<file path="src/hdl/sgps_pkg.sv">
// shared types and constants of the stereo gain, pan and peak meter strip
`timescale 1ns / 1ps
`default_nettype none
package sgps_pkg;

  localparam int RAMP_EXTRA = 16;
  localparam int DATA_BITS = 32;
  localparam int ADDR_BITS = 5;
  localparam int TGAIN_BITS = 16;
  localparam int TPAN_BITS = 17;
  localparam int RAMP_BITS = 16;
  localparam int HOLDS_BITS = 20;
  localparam int COUNT_BITS = 20;
  localparam int HOLD_BITS = 21;

  localparam logic [TGAIN_BITS-1:0] TGAIN_RST = 16'd26214;
  localparam logic [RAMP_BITS-1:0] RAMP_RST = 16'd2400;
  localparam logic [HOLDS_BITS-1:0] HOLDS_RST = 20'd48000;
  localparam logic signed [17:0] DECAY_NUM = 18'sd65471;

  typedef enum logic [2:0] {
    REG_TARGET_GAIN,
    REG_TARGET_PAN,
    REG_RAMP_STEPS,
    REG_MONO_MODE,
    REG_USER_MUTE,
    REG_SOLO_MUTE,
    REG_HOLD_SAMPLES
  } reg_idx_t;

  typedef struct packed {
    logic [TGAIN_BITS-1:0]       target_gain;
    logic signed [TPAN_BITS-1:0] target_pan;
    logic [RAMP_BITS-1:0]        ramp_steps;
    logic                        mono_mode;
    logic                        user_mute;
    logic                        solo_mute;
    logic [HOLDS_BITS-1:0]       hold_samples;
  } cfg_t;

  typedef enum logic [2:0] {
    MUL_NONE,
    MUL_LCOEF,
    MUL_RCOEF,
    MUL_LOUT,
    MUL_ROUT,
    MUL_DECAY
  } mul_op_t;

  typedef struct packed {
    logic    load_in;
    logic    clr_res;
    logic    ret_gain;
    logic    ret_pan;
    logic    div_start;
    logic    store_gstep;
    logic    store_pstep;
    logic    advance;
    mul_op_t mul_op;
    logic    meter;
    logic    out_load;
  } dp_cmd_t;

  typedef struct packed {
    logic muted;
    logic first;
    logic gain_chg;
    logic pan_chg;
    logic ramp_zero;
    logic div_done;
  } dp_stat_t;

endpackage
`default_nettype wire

</file>
<file path="src/hdl/sgps_if.sv">
// stream interfaces for sample pairs and scaled results
`timescale 1ns / 1ps
`default_nettype none
interface sgps_in_if #(parameter int SAMPLE_BITS = 24);
  logic                          valid;
  logic                          ready;
  logic signed [SAMPLE_BITS-1:0] left_in;
  logic signed [SAMPLE_BITS-1:0] right_in;
  logic                          block_end;
  modport source (output valid, left_in, right_in, block_end, input ready);
  modport sink (input valid, left_in, right_in, block_end, output ready);
endinterface

interface sgps_out_if #(parameter int SAMPLE_BITS = 24);
  logic                          valid;
  logic                          ready;
  logic signed [SAMPLE_BITS-1:0] left_out;
  logic signed [SAMPLE_BITS-1:0] right_out;
  logic [SAMPLE_BITS-1:0]        peak_level;
  modport source (output valid, left_out, right_out, peak_level, input ready);
  modport sink (input valid, left_out, right_out, peak_level, output ready);
endinterface
`default_nettype wire

</file>
<file path="src/hdl/stereo_gain_pan_strip_with_peak_meter.sv">
// top level of the stereo gain, pan and peak meter strip
//
// channel     | direction | transaction
// sample_ch   | sink      | left_in, right_in, block_end
// result_ch   | source    | left_out, right_out, peak_level
// apb         | slave     | register writes and reads, 32-bit data
//
// a sample pair passes the check, advance, left and right coefficient, left and right output,
// decay and meter states before it loads the result register; the first pair of a block adds
// the gain and pan target checks, and each changed target with a nonzero ramp adds a divide
// (33 quotient bits); a muted pair goes from the check straight to the result register
// a new pair is taken once the previous one sits in the result register, and its own
// result waits until that one is accepted
// synchronous active-high reset loads the documented register and state values
`timescale 1ns / 1ps
`default_nettype none
module stereo_gain_pan_strip_with_peak_meter #(
  parameter int SAMPLE_BITS = 24,
  parameter int COEF_FRAC_BITS = 15
) (
  input  wire logic                                clk,
  input  wire logic                                rst,
  sgps_in_if.sink                                  sample_ch,
  sgps_out_if.source                               result_ch,
  input  wire logic                                psel,
  input  wire logic                                penable,
  input  wire logic                                pwrite,
  input  wire logic [sgps_pkg::ADDR_BITS-1:0]      paddr,
  input  wire logic [sgps_pkg::DATA_BITS-1:0]      pwdata,
  output logic [sgps_pkg::DATA_BITS-1:0]           prdata,
  output logic                                     pready
);

  sgps_pkg::cfg_t     cfg;
  sgps_pkg::dp_cmd_t  cmd;
  sgps_pkg::dp_stat_t stat;
  sgps_pkg::reg_idx_t idx;
  logic               wr;

  assign pready = 1'b1;
  assign idx = sgps_pkg::reg_idx_t'(paddr[4:2]);
  assign wr = psel && penable && pwrite;

  always_ff @(posedge clk) begin
    if (rst) begin
      cfg.target_gain <= sgps_pkg::TGAIN_RST;
      cfg.target_pan <= '0;
      cfg.ramp_steps <= sgps_pkg::RAMP_RST;
      cfg.mono_mode <= 1'b0;
      cfg.user_mute <= 1'b0;
      cfg.solo_mute <= 1'b0;
      cfg.hold_samples <= sgps_pkg::HOLDS_RST;
    end else if (wr) begin
      unique case (idx)
        sgps_pkg::REG_TARGET_GAIN:  cfg.target_gain <= pwdata[15:0];
        sgps_pkg::REG_TARGET_PAN:   cfg.target_pan <= pwdata[16:0];
        sgps_pkg::REG_RAMP_STEPS:   cfg.ramp_steps <= pwdata[15:0];
        sgps_pkg::REG_MONO_MODE:    cfg.mono_mode <= pwdata[0];
        sgps_pkg::REG_USER_MUTE:    cfg.user_mute <= pwdata[0];
        sgps_pkg::REG_SOLO_MUTE:    cfg.solo_mute <= pwdata[0];
        sgps_pkg::REG_HOLD_SAMPLES: cfg.hold_samples <= pwdata[19:0];
        default: begin
        end
      endcase
    end
  end

  always_comb begin
    unique case (idx)
      sgps_pkg::REG_TARGET_GAIN:  prdata = 32'(cfg.target_gain);
      sgps_pkg::REG_TARGET_PAN:   prdata = 32'(cfg.target_pan);
      sgps_pkg::REG_RAMP_STEPS:   prdata = 32'(cfg.ramp_steps);
      sgps_pkg::REG_MONO_MODE:    prdata = 32'(cfg.mono_mode);
      sgps_pkg::REG_USER_MUTE:    prdata = 32'(cfg.user_mute);
      sgps_pkg::REG_SOLO_MUTE:    prdata = 32'(cfg.solo_mute);
      sgps_pkg::REG_HOLD_SAMPLES: prdata = 32'(cfg.hold_samples);
      default:                    prdata = '0;
    endcase
  end

  sgps_ctrl u_ctrl (
    .clk(clk),
    .rst(rst),
    .in_valid(sample_ch.valid),
    .in_ready(sample_ch.ready),
    .out_valid(result_ch.valid),
    .out_ready(result_ch.ready),
    .stat(stat),
    .cmd(cmd)
  );

  sgps_dp #(.SAMPLE_BITS(SAMPLE_BITS), .COEF_FRAC_BITS(COEF_FRAC_BITS)) u_dp (
    .clk(clk),
    .rst(rst),
    .cfg(cfg),
    .cmd(cmd),
    .stat(stat),
    .left_in(sample_ch.left_in),
    .right_in(sample_ch.right_in),
    .block_end(sample_ch.block_end),
    .left_out(result_ch.left_out),
    .right_out(result_ch.right_out),
    .peak_level(result_ch.peak_level)
  );

endmodule
`default_nettype wire

</file>
<file path="src/hdl/sgps_div.sv">
// restoring unsigned divider, one quotient bit per cycle
`timescale 1ns / 1ps
`default_nettype none
module sgps_div #(
  parameter int NW = 33,
  parameter int DW = 16
) (
  input  wire logic          clk,
  input  wire logic          rst,
  input  wire logic          start,
  input  wire logic [NW-1:0] dividend,
  input  wire logic [DW-1:0] divisor,
  output logic               done,
  output logic [NW-1:0]      quotient
);

  localparam int CNT_BITS = $clog2(NW + 1);

  logic [DW-1:0]       rem;
  logic [DW-1:0]       dsr;
  logic [CNT_BITS-1:0] cnt;
  logic [DW:0]         trial;
  logic                qbit;

  assign trial = {rem, quotient[NW-1]};
  assign qbit = (trial >= {1'b0, dsr});

  always_ff @(posedge clk) begin
    if (rst) begin
      cnt <= '0;
      done <= 1'b0;
    end else begin
      done <= 1'b0;
      if (start) begin
        cnt <= CNT_BITS'(NW);
        rem <= '0;
        dsr <= divisor;
        quotient <= dividend;
      end else if (cnt != '0) begin
        rem <= qbit ? DW'(trial - {1'b0, dsr}) : trial[DW-1:0];
        quotient <= {quotient[NW-2:0], qbit};
        cnt <= cnt - 1'b1;
        if (cnt == CNT_BITS'(1)) begin
          done <= 1'b1;
        end
      end
    end
  end

endmodule
`default_nettype wire

</file>
<file path="src/hdl/sgps_dp.sv">
// datapath: ramps, shared multiplier, peak meter and result register
`timescale 1ns / 1ps
`default_nettype none
module sgps_dp #(
  parameter int SAMPLE_BITS = 24,
  parameter int COEF_FRAC_BITS = 15
) (
  input  wire logic                          clk,
  input  wire logic                          rst,
  input  wire sgps_pkg::cfg_t                cfg,
  input  wire sgps_pkg::dp_cmd_t             cmd,
  output sgps_pkg::dp_stat_t                 stat,
  input  wire logic signed [SAMPLE_BITS-1:0] left_in,
  input  wire logic signed [SAMPLE_BITS-1:0] right_in,
  input  wire logic                          block_end,
  output logic signed [SAMPLE_BITS-1:0]      left_out,
  output logic signed [SAMPLE_BITS-1:0]      right_out,
  output logic [SAMPLE_BITS-1:0]             peak_level
);

  localparam int SB = SAMPLE_BITS;
  localparam int CW = COEF_FRAC_BITS + 2;
  localparam int NW = CW + sgps_pkg::RAMP_EXTRA;
  localparam int SW = NW + 1;
  localparam int TW = (CW > 18) ? CW : 18;
  localparam int MA = (SB + 1 > CW) ? SB + 1 : CW;
  localparam int MB = (CW > 18) ? CW : 18;
  localparam int PW = MA + MB;
  localparam logic signed [TW-1:0] UNITY_T = TW'(1) <<< COEF_FRAC_BITS;
  localparam logic signed [CW-1:0] UNITY_C = CW'(1) <<< COEF_FRAC_BITS;
  localparam logic signed [CW-1:0] GAIN_RST_C = CW'(sgps_pkg::TGAIN_RST);
  localparam int CB = sgps_pkg::COUNT_BITS;
  localparam int HB = sgps_pkg::HOLD_BITS;

  logic signed [SB-1:0] smp_l, smp_r;
  logic                 smp_last;
  logic signed [NW-1:0] gain_now, pan_now;
  logic signed [SW-1:0] gain_step, pan_step;
  logic [15:0]          gain_left, pan_left;
  logic signed [CW-1:0] gain_aim, pan_aim;
  logic [SB-1:0]        block_peak, meter_peak, decayed;
  logic [CB-1:0]        block_count;
  logic [HB-1:0]        hold_left;
  logic signed [CW-1:0] lcoef, rcoef;
  logic signed [SB-1:0] lo, ro;
  logic                 div_neg;

  logic signed [TW-1:0] tg_w, tp_w, tg_k, tp_k;
  logic signed [CW-1:0] tg_c, tp_c;
  logic signed [NW-1:0] full_g, full_p, full_ga, full_pa;
  logic signed [SW-1:0] diff, diff_abs, qs, gsum, psum;
  logic [NW-1:0]        quotient;
  logic                 div_done;
  logic signed [CW-1:0] g_c, p_c, lg, rg;
  logic signed [MA-1:0] mul_a;
  logic signed [MB-1:0] mul_b;
  logic signed [PW-1:0] prod, prod_c;
  logic [PW-1:0]        prod_d;
  logic [SB-1:0]        mlo, mro, peak;
  logic [HB-1:0]        n_cnt;

  // clamped targets
  assign tg_w = signed'({{(TW - sgps_pkg::TGAIN_BITS){1'b0}}, cfg.target_gain});
  assign tp_w = TW'(cfg.target_pan);
  assign tg_k = (tg_w > UNITY_T) ? UNITY_T : tg_w;
  assign tp_k = (tp_w > UNITY_T) ? UNITY_T : ((tp_w < -UNITY_T) ? -UNITY_T : tp_w);
  assign tg_c = tg_k[CW-1:0];
  assign tp_c = tp_k[CW-1:0];

  assign full_g = NW'(tg_c) <<< sgps_pkg::RAMP_EXTRA;
  assign full_p = NW'(tp_c) <<< sgps_pkg::RAMP_EXTRA;
  assign full_ga = NW'(gain_aim) <<< sgps_pkg::RAMP_EXTRA;
  assign full_pa = NW'(pan_aim) <<< sgps_pkg::RAMP_EXTRA;

  assign diff = cmd.ret_pan ? (SW'(full_p) - SW'(pan_now)) : (SW'(full_g) - SW'(gain_now));
  assign diff_abs = diff[SW-1] ? -diff : diff;

  sgps_div #(.NW(NW), .DW(sgps_pkg::RAMP_BITS)) u_div (
    .clk(clk),
    .rst(rst),
    .start(cmd.div_start),
    .dividend(diff_abs[NW-1:0]),
    .divisor(cfg.ramp_steps),
    .done(div_done),
    .quotient(quotient)
  );

  assign qs = div_neg ? -signed'({1'b0, quotient}) : signed'({1'b0, quotient});
  assign gsum = SW'(gain_now) + gain_step;
  assign psum = SW'(pan_now) + pan_step;

  // floor of the ramp values
  assign g_c = gain_now[NW-1:sgps_pkg::RAMP_EXTRA];
  assign p_c = pan_now[NW-1:sgps_pkg::RAMP_EXTRA];
  assign lg = (p_c <= 0) ? UNITY_C : UNITY_C - p_c;
  assign rg = (p_c >= 0) ? UNITY_C : UNITY_C + p_c;

  always_comb begin
    mul_a = '0;
    mul_b = '0;
    unique case (cmd.mul_op)
      sgps_pkg::MUL_LCOEF: begin
        mul_a = MA'(g_c);
        mul_b = MB'(lg);
      end
      sgps_pkg::MUL_RCOEF: begin
        mul_a = MA'(g_c);
        mul_b = MB'(rg);
      end
      sgps_pkg::MUL_LOUT: begin
        mul_a = MA'(smp_l);
        mul_b = cfg.mono_mode ? MB'(g_c) : MB'(lcoef);
      end
      sgps_pkg::MUL_ROUT: begin
        mul_a = MA'(smp_r);
        mul_b = MB'(rcoef);
      end
      sgps_pkg::MUL_DECAY: begin
        mul_a = MA'(signed'({1'b0, meter_peak}));
        mul_b = MB'(sgps_pkg::DECAY_NUM);
      end
      default: begin
        mul_a = '0;
        mul_b = '0;
      end
    endcase
  end

  assign prod = mul_a * mul_b;
  assign prod_c = prod >>> COEF_FRAC_BITS;
  assign prod_d = prod >> 16;

  // block peak including this sample
  assign mlo = lo[SB-1] ? SB'(-lo) : lo;
  assign mro = ro[SB-1] ? SB'(-ro) : ro;
  always_comb begin
    peak = block_peak;
    if (mlo > peak) begin
      peak = mlo;
    end
    if (mro > peak) begin
      peak = mro;
    end
  end
  assign n_cnt = HB'(block_count) + HB'(1);

  assign stat.muted = cfg.user_mute | cfg.solo_mute;
  assign stat.first = (block_count == '0);
  assign stat.gain_chg = (tg_c != gain_aim);
  assign stat.pan_chg = (tp_c != pan_aim);
  assign stat.ramp_zero = (cfg.ramp_steps == '0);
  assign stat.div_done = div_done;

  always_ff @(posedge clk) begin
    if (rst) begin
      gain_now <= NW'(GAIN_RST_C) <<< sgps_pkg::RAMP_EXTRA;
      gain_step <= '0;
      gain_left <= '0;
      gain_aim <= GAIN_RST_C;
      pan_now <= '0;
      pan_step <= '0;
      pan_left <= '0;
      pan_aim <= '0;
      block_peak <= '0;
      block_count <= '0;
      meter_peak <= '0;
      hold_left <= '0;
    end else begin
      if (cmd.ret_gain) begin
        gain_aim <= tg_c;
        if (cfg.ramp_steps == '0) begin
          gain_now <= full_g;
          gain_step <= '0;
          gain_left <= '0;
        end else begin
          gain_left <= cfg.ramp_steps;
        end
      end
      if (cmd.ret_pan) begin
        pan_aim <= tp_c;
        if (cfg.ramp_steps == '0) begin
          pan_now <= full_p;
          pan_step <= '0;
          pan_left <= '0;
        end else begin
          pan_left <= cfg.ramp_steps;
        end
      end
      if (cmd.store_gstep) begin
        gain_step <= qs;
      end
      if (cmd.store_pstep) begin
        pan_step <= qs;
      end
      if (cmd.advance) begin
        if (gain_left == '0) begin
          gain_now <= full_ga;
        end else begin
          gain_left <= gain_left - 1'b1;
          gain_now <= (gain_left != 16'd1) ? gsum[NW-1:0] : full_ga;
        end
        if (pan_left == '0) begin
          pan_now <= full_pa;
        end else begin
          pan_left <= pan_left - 1'b1;
          pan_now <= (pan_left != 16'd1) ? psum[NW-1:0] : full_pa;
        end
      end
      if (cmd.meter) begin
        if (smp_last) begin
          if (peak > meter_peak || hold_left == '0) begin
            meter_peak <= peak;
            hold_left <= HB'(cfg.hold_samples);
          end else begin
            hold_left <= (hold_left > n_cnt) ? hold_left - n_cnt : '0;
            meter_peak <= (peak > decayed) ? peak : decayed;
          end
          block_peak <= '0;
          block_count <= '0;
        end else begin
          block_peak <= peak;
          if (block_count != '1) begin
            block_count <= block_count + 1'b1;
          end
        end
      end
    end
  end

  // payload registers
  always_ff @(posedge clk) begin
    if (cmd.load_in) begin
      smp_l <= left_in;
      smp_r <= right_in;
      smp_last <= block_end;
    end
    if (cmd.div_start) begin
      div_neg <= diff[SW-1];
    end
    if (cmd.clr_res) begin
      lo <= '0;
      ro <= '0;
    end
    unique case (cmd.mul_op)
      sgps_pkg::MUL_LCOEF: lcoef <= prod_c[CW-1:0];
      sgps_pkg::MUL_RCOEF: rcoef <= prod_c[CW-1:0];
      sgps_pkg::MUL_LOUT:  lo <= prod_c[SB-1:0];
      sgps_pkg::MUL_ROUT:  ro <= cfg.mono_mode ? '0 : prod_c[SB-1:0];
      sgps_pkg::MUL_DECAY: decayed <= prod_d[SB-1:0];
      default: begin
      end
    endcase
    if (cmd.out_load) begin
      left_out <= lo;
      right_out <= ro;
      peak_level <= meter_peak;
    end
  end

endmodule
`default_nettype wire

</file>
<file path="src/hdl/sgps_ctrl.sv">
// controller: sequences one sample pair through the datapath
`timescale 1ns / 1ps
`default_nettype none
module sgps_ctrl (
  input  wire logic               clk,
  input  wire logic               rst,
  input  wire logic               in_valid,
  output logic                    in_ready,
  output logic                    out_valid,
  input  wire logic               out_ready,
  input  wire sgps_pkg::dp_stat_t stat,
  output sgps_pkg::dp_cmd_t       cmd
);

  typedef enum logic [3:0] {
    S_IDLE, S_CHK, S_RG, S_WG, S_RP, S_WP, S_ADV,
    S_LC, S_RC, S_LO, S_RO, S_DC, S_MT, S_OUT
  } state_t;

  state_t state, state_next;
  logic   out_free;

  assign in_ready = (state == S_IDLE);
  assign out_free = !out_valid || out_ready;

  always_comb begin
    cmd = '0;
    state_next = state;
    unique case (state)
      S_IDLE: begin
        if (in_valid) begin
          cmd.load_in = 1'b1;
          state_next = S_CHK;
        end
      end
      S_CHK: begin
        if (stat.muted) begin
          cmd.clr_res = 1'b1;
          state_next = S_OUT;
        end else if (stat.first) begin
          state_next = S_RG;
        end else begin
          state_next = S_ADV;
        end
      end
      S_RG: begin
        state_next = S_RP;
        if (stat.gain_chg) begin
          cmd.ret_gain = 1'b1;
          if (!stat.ramp_zero) begin
            cmd.div_start = 1'b1;
            state_next = S_WG;
          end
        end
      end
      S_WG: begin
        if (stat.div_done) begin
          cmd.store_gstep = 1'b1;
          state_next = S_RP;
        end
      end
      S_RP: begin
        state_next = S_ADV;
        if (stat.pan_chg) begin
          cmd.ret_pan = 1'b1;
          if (!stat.ramp_zero) begin
            cmd.div_start = 1'b1;
            state_next = S_WP;
          end
        end
      end
      S_WP: begin
        if (stat.div_done) begin
          cmd.store_pstep = 1'b1;
          state_next = S_ADV;
        end
      end
      S_ADV: begin
        cmd.advance = 1'b1;
        state_next = S_LC;
      end
      S_LC: begin
        cmd.mul_op = sgps_pkg::MUL_LCOEF;
        state_next = S_RC;
      end
      S_RC: begin
        cmd.mul_op = sgps_pkg::MUL_RCOEF;
        state_next = S_LO;
      end
      S_LO: begin
        cmd.mul_op = sgps_pkg::MUL_LOUT;
        state_next = S_RO;
      end
      S_RO: begin
        cmd.mul_op = sgps_pkg::MUL_ROUT;
        state_next = S_DC;
      end
      S_DC: begin
        cmd.mul_op = sgps_pkg::MUL_DECAY;
        state_next = S_MT;
      end
      S_MT: begin
        cmd.meter = 1'b1;
        state_next = S_OUT;
      end
      S_OUT: begin
        if (out_free) begin
          cmd.out_load = 1'b1;
          state_next = S_IDLE;
        end
      end
      default: state_next = S_IDLE;
    endcase
  end

  always_ff @(posedge clk) begin
    if (rst) begin
      state <= S_IDLE;
      out_valid <= 1'b0;
    end else begin
      state <= state_next;
      if (cmd.out_load) begin
        out_valid <= 1'b1;
      end else if (out_ready) begin
        out_valid <= 1'b0;
      end
    end
  end

endmodule
`default_nettype wire

</file>
<file path="src/flat_wrapper.sv">
// flat-port wrapper written by rule: the top's interface ports become plain ports
module stereo_gain_pan_strip_with_peak_meter_flat 
#(
  parameter int SAMPLE_BITS = 24,
  parameter int COEF_FRAC_BITS = 15
)
  (clk, rst, psel, penable, pwrite, paddr, pwdata, prdata, pready, sample_ch_valid, sample_ch_left_in, sample_ch_right_in, sample_ch_block_end, sample_ch_ready, result_ch_valid, result_ch_left_out, result_ch_right_out, result_ch_peak_level, result_ch_ready);
  sgps_in_if #(.SAMPLE_BITS(SAMPLE_BITS)) sample_ch_i ();
  sgps_out_if #(.SAMPLE_BITS(SAMPLE_BITS)) result_ch_i ();
  input  wire logic clk;
  input  wire logic rst;
  input  wire logic psel;
  input  wire logic penable;
  input  wire logic pwrite;
  input  wire logic [sgps_pkg::ADDR_BITS-1:0] paddr;
  input  wire logic [sgps_pkg::DATA_BITS-1:0] pwdata;
  output logic [sgps_pkg::DATA_BITS-1:0] prdata;
  output logic pready;
  input wire logic [$bits(sample_ch_i.valid)-1:0] sample_ch_valid;
  input wire logic [$bits(sample_ch_i.left_in)-1:0] sample_ch_left_in;
  input wire logic [$bits(sample_ch_i.right_in)-1:0] sample_ch_right_in;
  input wire logic [$bits(sample_ch_i.block_end)-1:0] sample_ch_block_end;
  output wire logic [$bits(sample_ch_i.ready)-1:0] sample_ch_ready;
  output wire logic [$bits(result_ch_i.valid)-1:0] result_ch_valid;
  output wire logic [$bits(result_ch_i.left_out)-1:0] result_ch_left_out;
  output wire logic [$bits(result_ch_i.right_out)-1:0] result_ch_right_out;
  output wire logic [$bits(result_ch_i.peak_level)-1:0] result_ch_peak_level;
  input wire logic [$bits(result_ch_i.ready)-1:0] result_ch_ready;
  assign sample_ch_i.valid = sample_ch_valid;
  assign sample_ch_i.left_in = sample_ch_left_in;
  assign sample_ch_i.right_in = sample_ch_right_in;
  assign sample_ch_i.block_end = sample_ch_block_end;
  assign sample_ch_ready = sample_ch_i.ready;
  assign result_ch_valid = result_ch_i.valid;
  assign result_ch_left_out = result_ch_i.left_out;
  assign result_ch_right_out = result_ch_i.right_out;
  assign result_ch_peak_level = result_ch_i.peak_level;
  assign result_ch_i.ready = result_ch_ready;
  stereo_gain_pan_strip_with_peak_meter #(.SAMPLE_BITS(SAMPLE_BITS), .COEF_FRAC_BITS(COEF_FRAC_BITS)) u_core (.clk(clk), .rst(rst), .sample_ch(sample_ch_i), .result_ch(result_ch_i), .psel(psel), .penable(penable), .pwrite(pwrite), .paddr(paddr), .pwdata(pwdata), .prdata(prdata), .pready(pready));
endmodule
</file>
<file path="config.mk">
export PLATFORM = sky130hd
export DESIGN_NAME = stereo_gain_pan_strip_with_peak_meter_flat
export DESIGN_NICKNAME = d
export VERILOG_FILES = /design/src/hdl/sgps_pkg.sv /design/src/hdl/sgps_if.sv /design/src/hdl/stereo_gain_pan_strip_with_peak_meter.sv /design/src/hdl/sgps_div.sv /design/src/hdl/sgps_dp.sv /design/src/hdl/sgps_ctrl.sv /design/src/flat_wrapper.sv
export SDC_FILE = /design/constraint.sdc
export NUM_CORES = 2
export LEC_CHECK = 0
export ABC_AREA = 0
export BUFFER_PORTS_ARGS = -buffer_cell sky130_fd_sc_hd__buf_2
export CAP_MARGIN = 20
export CORE_ASPECT_RATIO = 0.5
export CORE_MARGIN = 3
export CORE_UTILIZATION = 26
export DETAILED_ROUTE_END_ITERATION = 8
export PLACE_DENSITY_LB_ADDON = 0.12
export RECOVER_POWER = 25
export SYNTH_ARGS = -nofsm -noshare
export SYNTH_HDL_FRONTEND = slang
export SYNTH_HIERARCHICAL = 1
export SYNTH_SLANG_ARGS = --single-unit
</file>
<file path="constraint.sdc">
create_clock -name clk -period 9.95 [get_ports clk]
set_clock_uncertainty 0.15 [all_clocks]
set_input_delay 0.995 -clock clk [delete_from_list [all_inputs] [get_ports clk]]
set_output_delay 0.995 -clock clk [all_outputs]
set_load 0.005 [all_outputs]
</file>
-- After elaboration in Yosys (flattened, before gate mapping)
Index checks and enable logic that the tools add are counted.
- register bits: 664
- latch bits: 0
- memory bits (writable): 0
- ROM bits: 0
- input bits: 93
- word-level logic and storage cells: 237
- memories: 0
- add/subtract/negate cells: 17
- multipliers: 1
- div/mod/pow operators: 0
- $lt $le $gt $ge: 11
- eq/ne operators: 34
- shift-type cells: 0
- multiplexer cells: 88
- bitwise operators: 3
- reduce and logical (&&, ||, !) cells: 44
- operators with widths (operator ; number):
    33-bit two-way mux ; 19
    24-bit two-way mux ; 11
    32-bit case mux with 7 select lines ; 1
    16-bit two-way mux ; 10
    25-bit case mux with 4 select lines ; 1
    24-bit > comparator ; 4
    18-bit case mux with 5 select lines ; 1
    17-bit two-way mux ; 4
    33-bit by 33-bit subtractor with 34-bit output ; 2
    33-bit adder ; 2
    33-bit negation ; 2
    4-bit case mux with 14 select lines ; 1
    16-bit zero test ; 3
    24-bit negation ; 2
    21-bit two-way mux ; 2
    25-bit by 18-bit multiplier with 40-bit output ; 1
    20-bit two-way mux ; 2
    34-bit two-way mux ; 1
    17-bit inequality test ; 2
    16-bit by 1-bit inequality test with 1-bit output, second input constant ; 2
    16-bit by 1-bit subtractor with 16-bit output, second input constant ; 2
    2-bit AND reduction ; 15
    4-bit two-way mux ; 7
    4-bit equality test, second input constant ; 6
    other kinds (44) ; 95

-- Longest topological paths before layout
- word-level depth: 10
- depth in mapped cells: 41
- depth with buffers taken out: 37

-- Cells and area by module
The synthesis kept the hierarchy.
- modules (own cells, without submodules) (module ; instances ; cells an instance ; area each (um^2) ; sequential area each (um^2)):
    sgps_dp ; 1 ; 5545 ; 48291.3 ; 12572.1
    sgps_div ; 1 ; 297 ; 3767.4 ; 2092.0
    stereo_gain_pan_strip_with_peak_meter ; 1 ; 389 ; 3632.2 ; 1441.4
    sgps_ctrl ; 1 ; 79 ; 583.1 ; 100.1

-- Least setup slack after synthesis
Ideal clock, no wire load.
- kind: register to register
- from: register u_core.u_ctrl.state[2]
- to: register u_core.u_dp.ro[23], data pin
- arrival: 9.544 ns
- setup slack: -0.006 ns
- stages on the path, launching flop included: 37
- period minus slack after synthesis: 9.956 ns
- cell sequence: dfxtp_1 -> buf_2 -> clkbuf_1 -> nand2b_1 -> a21boi_0 -> nor3b_2 -> and2_1 -> o21ai_0 -> clkbuf_1 -> o21ai_0 -> a21oi_1 -> a31oi_1 -> clkbuf_1 -> nand2_1 -> fa_1 -> inv_1 -> fa_1 -> inv_1 -> fa_1 -> inv_1 -> fa_1 -> inv_1 -> fa_1 -> inv_1 -> fa_1 -> ha_1 -> a21o_1 -> a21o_1 -> a21o_1 -> a21oi_1 -> o21ai_0 -> o21ai_1 -> a31oi_1 -> a221oi_1 -> o21ai_0 -> xnor2_1 -> nor2_1
- RTL lines (element ; RTL line ; source):
    from (decl) ; sgps_ctrl.sv:20 ; state_t state, state_next;
    from (signal assigned) ; sgps_ctrl.sv:121 ; state <= state_next;
    to (signal assigned) ; sgps_dp.sv:248 ; sgps_pkg::MUL_ROUT: ro <= cfg.mono_mode ? '0 : prod_c[SB-1:0];
    to (decl) ; sgps_dp.sv:45 ; logic signed [SB-1:0] lo, ro;

-- Worst setup path after layout
- from: register u_core.u_dp.lo[3]
- to: register u_core.u_dp.meter_peak[16]
- longest elaborated chain between the ends: 9
- RTL lines (element ; RTL line ; source):
    from (decl) ; sgps_dp.sv:45 ;
    from (signal assigned) ; sgps_dp.sv:247 ; sgps_pkg::MUL_LOUT: lo <= prod_c[SB-1:0];
    24-bit negation ; sgps_dp.sv:134 ; assign mlo = lo[SB-1] ? SB'(-lo) : lo;
    24-bit two-way mux (*) ; sgps_dp.sv:134 ;
    24-bit > comparator ; sgps_dp.sv:138 ; if (mlo > peak) begin
    24-bit two-way mux (*) ; sgps_dp.sv:138 ;
    24-bit > comparator ; sgps_dp.sv:141 ; if (mro > peak) begin
    24-bit two-way mux (*) ; sgps_dp.sv:141 ;
    24-bit > comparator, on equally long branches ; sgps_dp.sv:216, sgps_dp.sv:211 ;
    24-bit two-way mux / 1-bit logical OR (equally long branches) ; sgps_dp.sv:216, sgps_dp.sv:211 ;
    24-bit two-way mux (*) ; sgps_dp.sv:211 ; if (peak > meter_peak || hold_left == '0) begin
    to (signal assigned) ; sgps_dp.sv:212 ; meter_peak <= peak;
    to (signal assigned) ; sgps_dp.sv:216 ; meter_peak <= (peak > decayed) ? peak : decayed;
    to (decl) ; sgps_dp.sv:41 ; logic [SB-1:0] block_peak, meter_peak, decayed;
Every way passes the cells marked *; elsewhere a longest branch is shown, timed or not.
A chain may end at the register's enable or synchronous reset.

==> metrics.yaml <==
relSlewSlack_pct: -94.2
yosys.area.top_type_share_pct: 15.6
cp_max_fo: 29
final_common_cell: "inv_1"
cts_max_level: 3
grt_max_degree: 165
crit_required_ns: 10.36
setup_viol: 0
critPathSlowestCell: "or4_4"
antenna_found_initial: 9
slew_viol_final: 88
finalSetupTns_ns: 0
drt_iter0_drc: 3351
die_height_um: 335
rsz0062_at_grt: "false"
die-area_um2: 222000
io_buffers: 184
slowest_delay_ns: 0.49
r2r_slack_ns: 0.45
io_pins: 200
synthFlopType: "dfxtp_1"
cp-start-kind: "flop"
drive_above_1_share_pct: 10.5
synth_top_area_cell: "edfxtp_1"
wirelength_um: 203000
rr_worst_depth: 39
crit_arrival_ns: 9.90
critPathCaptureType: "flop"
path_class: "reg2reg"
netlist_area_um2: 56300
synth_edf_count: 293
cts_max_path_buffers: 3
async_reset_ff_share_pct: 0
firstDrtPassIters: 5
seq_area_frac_synth_pct: 28.8
period_needed_ns: 9.50
grt_pass1_vias: 45100
clkTransAtPathRegs_ns: 0.06
p_per_area_nw_per_um2: 133
drtAntennaViolNets: 0
die_x_um: 664
rows: 120
cap_violations: 3
wire_per_inst_um: 21.6
hold_depth: 0
violations: "max-capacitance violations, max-slew violations"
core_area_um2: 215000
initial_core_util_pct: 26.2
min-delay-path-class: "reg2reg"
p_total_mw: 8.54
synthCells: 6310
layout_common_cells: "inv_1 (704), nor2_1 (613), nand2_1 (592)"
syn_to_final_growth_pct: 13.9
drc_errors: 0
fin_crit_sh_pct: 95.4
synth_warnings: 6
grt_pass1_wl_um: 303000
worst_pin_slew_ns: 2.91
crit_top_cell: "ha_1"
vias: 46000
cts_tree: "yes"
clock_latency_ns: 0.68
synth_nets: 7167
grt_overflow: 0
status: "finished, violations left"
power_leakage_nw: 25.9
place_congestion: 0.847
avgSynthCellArea_um2: 8.92
synth_cell_types: 108
nets: 7328
hold_violations: 0
fmax_mhz: 105
cts_inserted_buffers: 77
ys_seq_elements: 663
synth_area_leaders: "edfxtp_1 (16%), fa_1 (15%), dfxtp_1 (13%)"
gr-usage-all-layers_pct: 17.9
clkSinkCount: 663
cts-root-buf: "clkbuf_16"
ir_drop_uv: 91.5
vias_per_cell: 4.89
place_hpwl_um: 160000
state kept, by name, summed over array words and instances, names as in the netlist, 20 cells and up:
| register | cells |
|---|---|
| u_core/u_dp/meter_peak | 24 |
| u_core/u_dp/u_div/quotient | 33 |
| u_core/u_dp/left_out | 24 |
| u_core/u_dp/decayed | 24 |
| u_core/u_dp/block_peak | 24 |
| u_core/u_dp/lo | 24 |
| u_core/u_dp/block_count | 20 |
| u_core/u_dp/ro | 24 |
| u_core/u_dp/right_out | 24 |
| u_core/u_dp/gain_now | 33 |
| u_core/u_dp/smp_r | 24 |
| u_core/u_dp/pan_step | 33 |
| u_core/cfg | 72 |
| u_core/u_dp/smp_l | 24 |
| u_core/u_dp/gain_step | 33 |
| u_core/u_dp/hold_left | 21 |
| u_core/u_dp/pan_now | 33 |
| u_core/u_dp/peak_level | 24 |
timing repair:
action | in CTS | in global routing
resized for setup | 0 | 51
buffers inserted | 0 | 5
hold buffers | 0 | 0
setup endpoints to repair | 0 | 82
endpoints found under the hold margin | 0 | 0
power breakdown:
part | switching, mW | leakage, nW | internal (mW)
clock | 1.30 | 1.26 | 1.70
combinational | 1.39 | 19.1 | 0.836
sequential | 0.181 | 5.58 | 3.13
total | 2.87 | 25.9 | 5.66
per-stage QoR:
stage / hold WS, ns / util (%) / worst slack (ns) / instances / cell area [µm²]
after floorplan: 0.275 / - / 0.234 / 6310 / 56300
after global placement: 0.321 / 28.6 / 0.120 / 9250 / 61300
after detailed placement: 0.316 / 28.6 / 0.111 / 9251 / 61300
after CTS: 0.267 / 29.8 / 0.0342 / 9390 / 63900
after global routing: 0.293 / 29.9 / 0.000260 / 9398 / 64100
final: 0.326 / 29.9 / 0.453 / 9400 / 64100
final cells by class:
cell class	count	area [µm²]
Fill cell	22900	150000
Multi-Input combinational cell	4606	36400
Sequential cell	663	16200
Tap cell	2867	3590
Timing Repair Buffer	417	2740
Inverter	706	2650
Clock buffer	104	2170
Clock inverter	35	393
Antenna cell	2	5.00
routing by layer:
layer / share of wire [%] / GRT usage [%]
met3: 3.6 / 1.94
met2: 48 / 30.2
met4: 1.6 / 3.14
met1: 47 / 25.0
met5: 0.0064 / 0
path summary, 6_finish.rpt:
path | startpoint | to
setup reg to reg | u_core/u_dp/lo[3]$_SDFFCE_PN0P_ | u_core/u_dp/meter_peak[16]$_SDFFE_PP0P_
setup / recovery | u_core/u_dp/lo[3]$_SDFFCE_PN0P_ | u_core/u_dp/meter_peak[16]$_SDFFE_PP0P_
hold reg to reg | u_core/u_dp/meter_peak[18]$_SDFFE_PP0P_ | u_core/u_dp/peak_level[18]$_DFFE_PP_
hold / removal | u_core/u_dp/meter_peak[18]$_SDFFE_PP0P_ | u_core/u_dp/peak_level[18]$_DFFE_PP_
cell usage after synthesis (79+ instances only):
cell / number
edfxtp_1: 293
xor2_1: 97
mux2i_1: 181
a21oi_1: 287
a22oi_1: 79
nor2_1: 626
and3_1: 80
nand2b_1: 112
fa_1: 421
nand2_1: 591
ha_1: 343
nand3_1: 95
clkbuf_1: 270
inv_1: 704
nor3_1: 150
xnor2_1: 226
dfxtp_1: 370
o21ai_0: 238
critical path, delay by kind of cell, from the launching register on:
kind / cells / cell delay [ns]
fa+ha+maj: 3 / 0.86
simple gates: 15 / 4.00
buf+inv: 5 / 0.91
flops: 1 / 0.43
mux: 1 / 0.14
xor+xnor: 1 / 0.11
compound gates: 14 / 2.75
cells by family (layout without fill, tap and decap cells):
| group | Yosys count | in the layout | share of synthesized area (%) |
|---|---|---|---|
| mux | 232 | 232 | 4.26 |
| fa+ha+maj | 764 | 764 | 22.6 |
| other cells | 1 | 3 | 0.00666 |
| buf+inv | 1041 | 1262 | 7.22 |
| compound gates | 1195 | 1195 | 14.1 |
| flops | 663 | 663 | 28.8 |
| xor+xnor | 323 | 323 | 5.03 |
| simple gates | 2091 | 2091 | 18.0 |
Note: power is estimated with default switching activity, not from simulation.
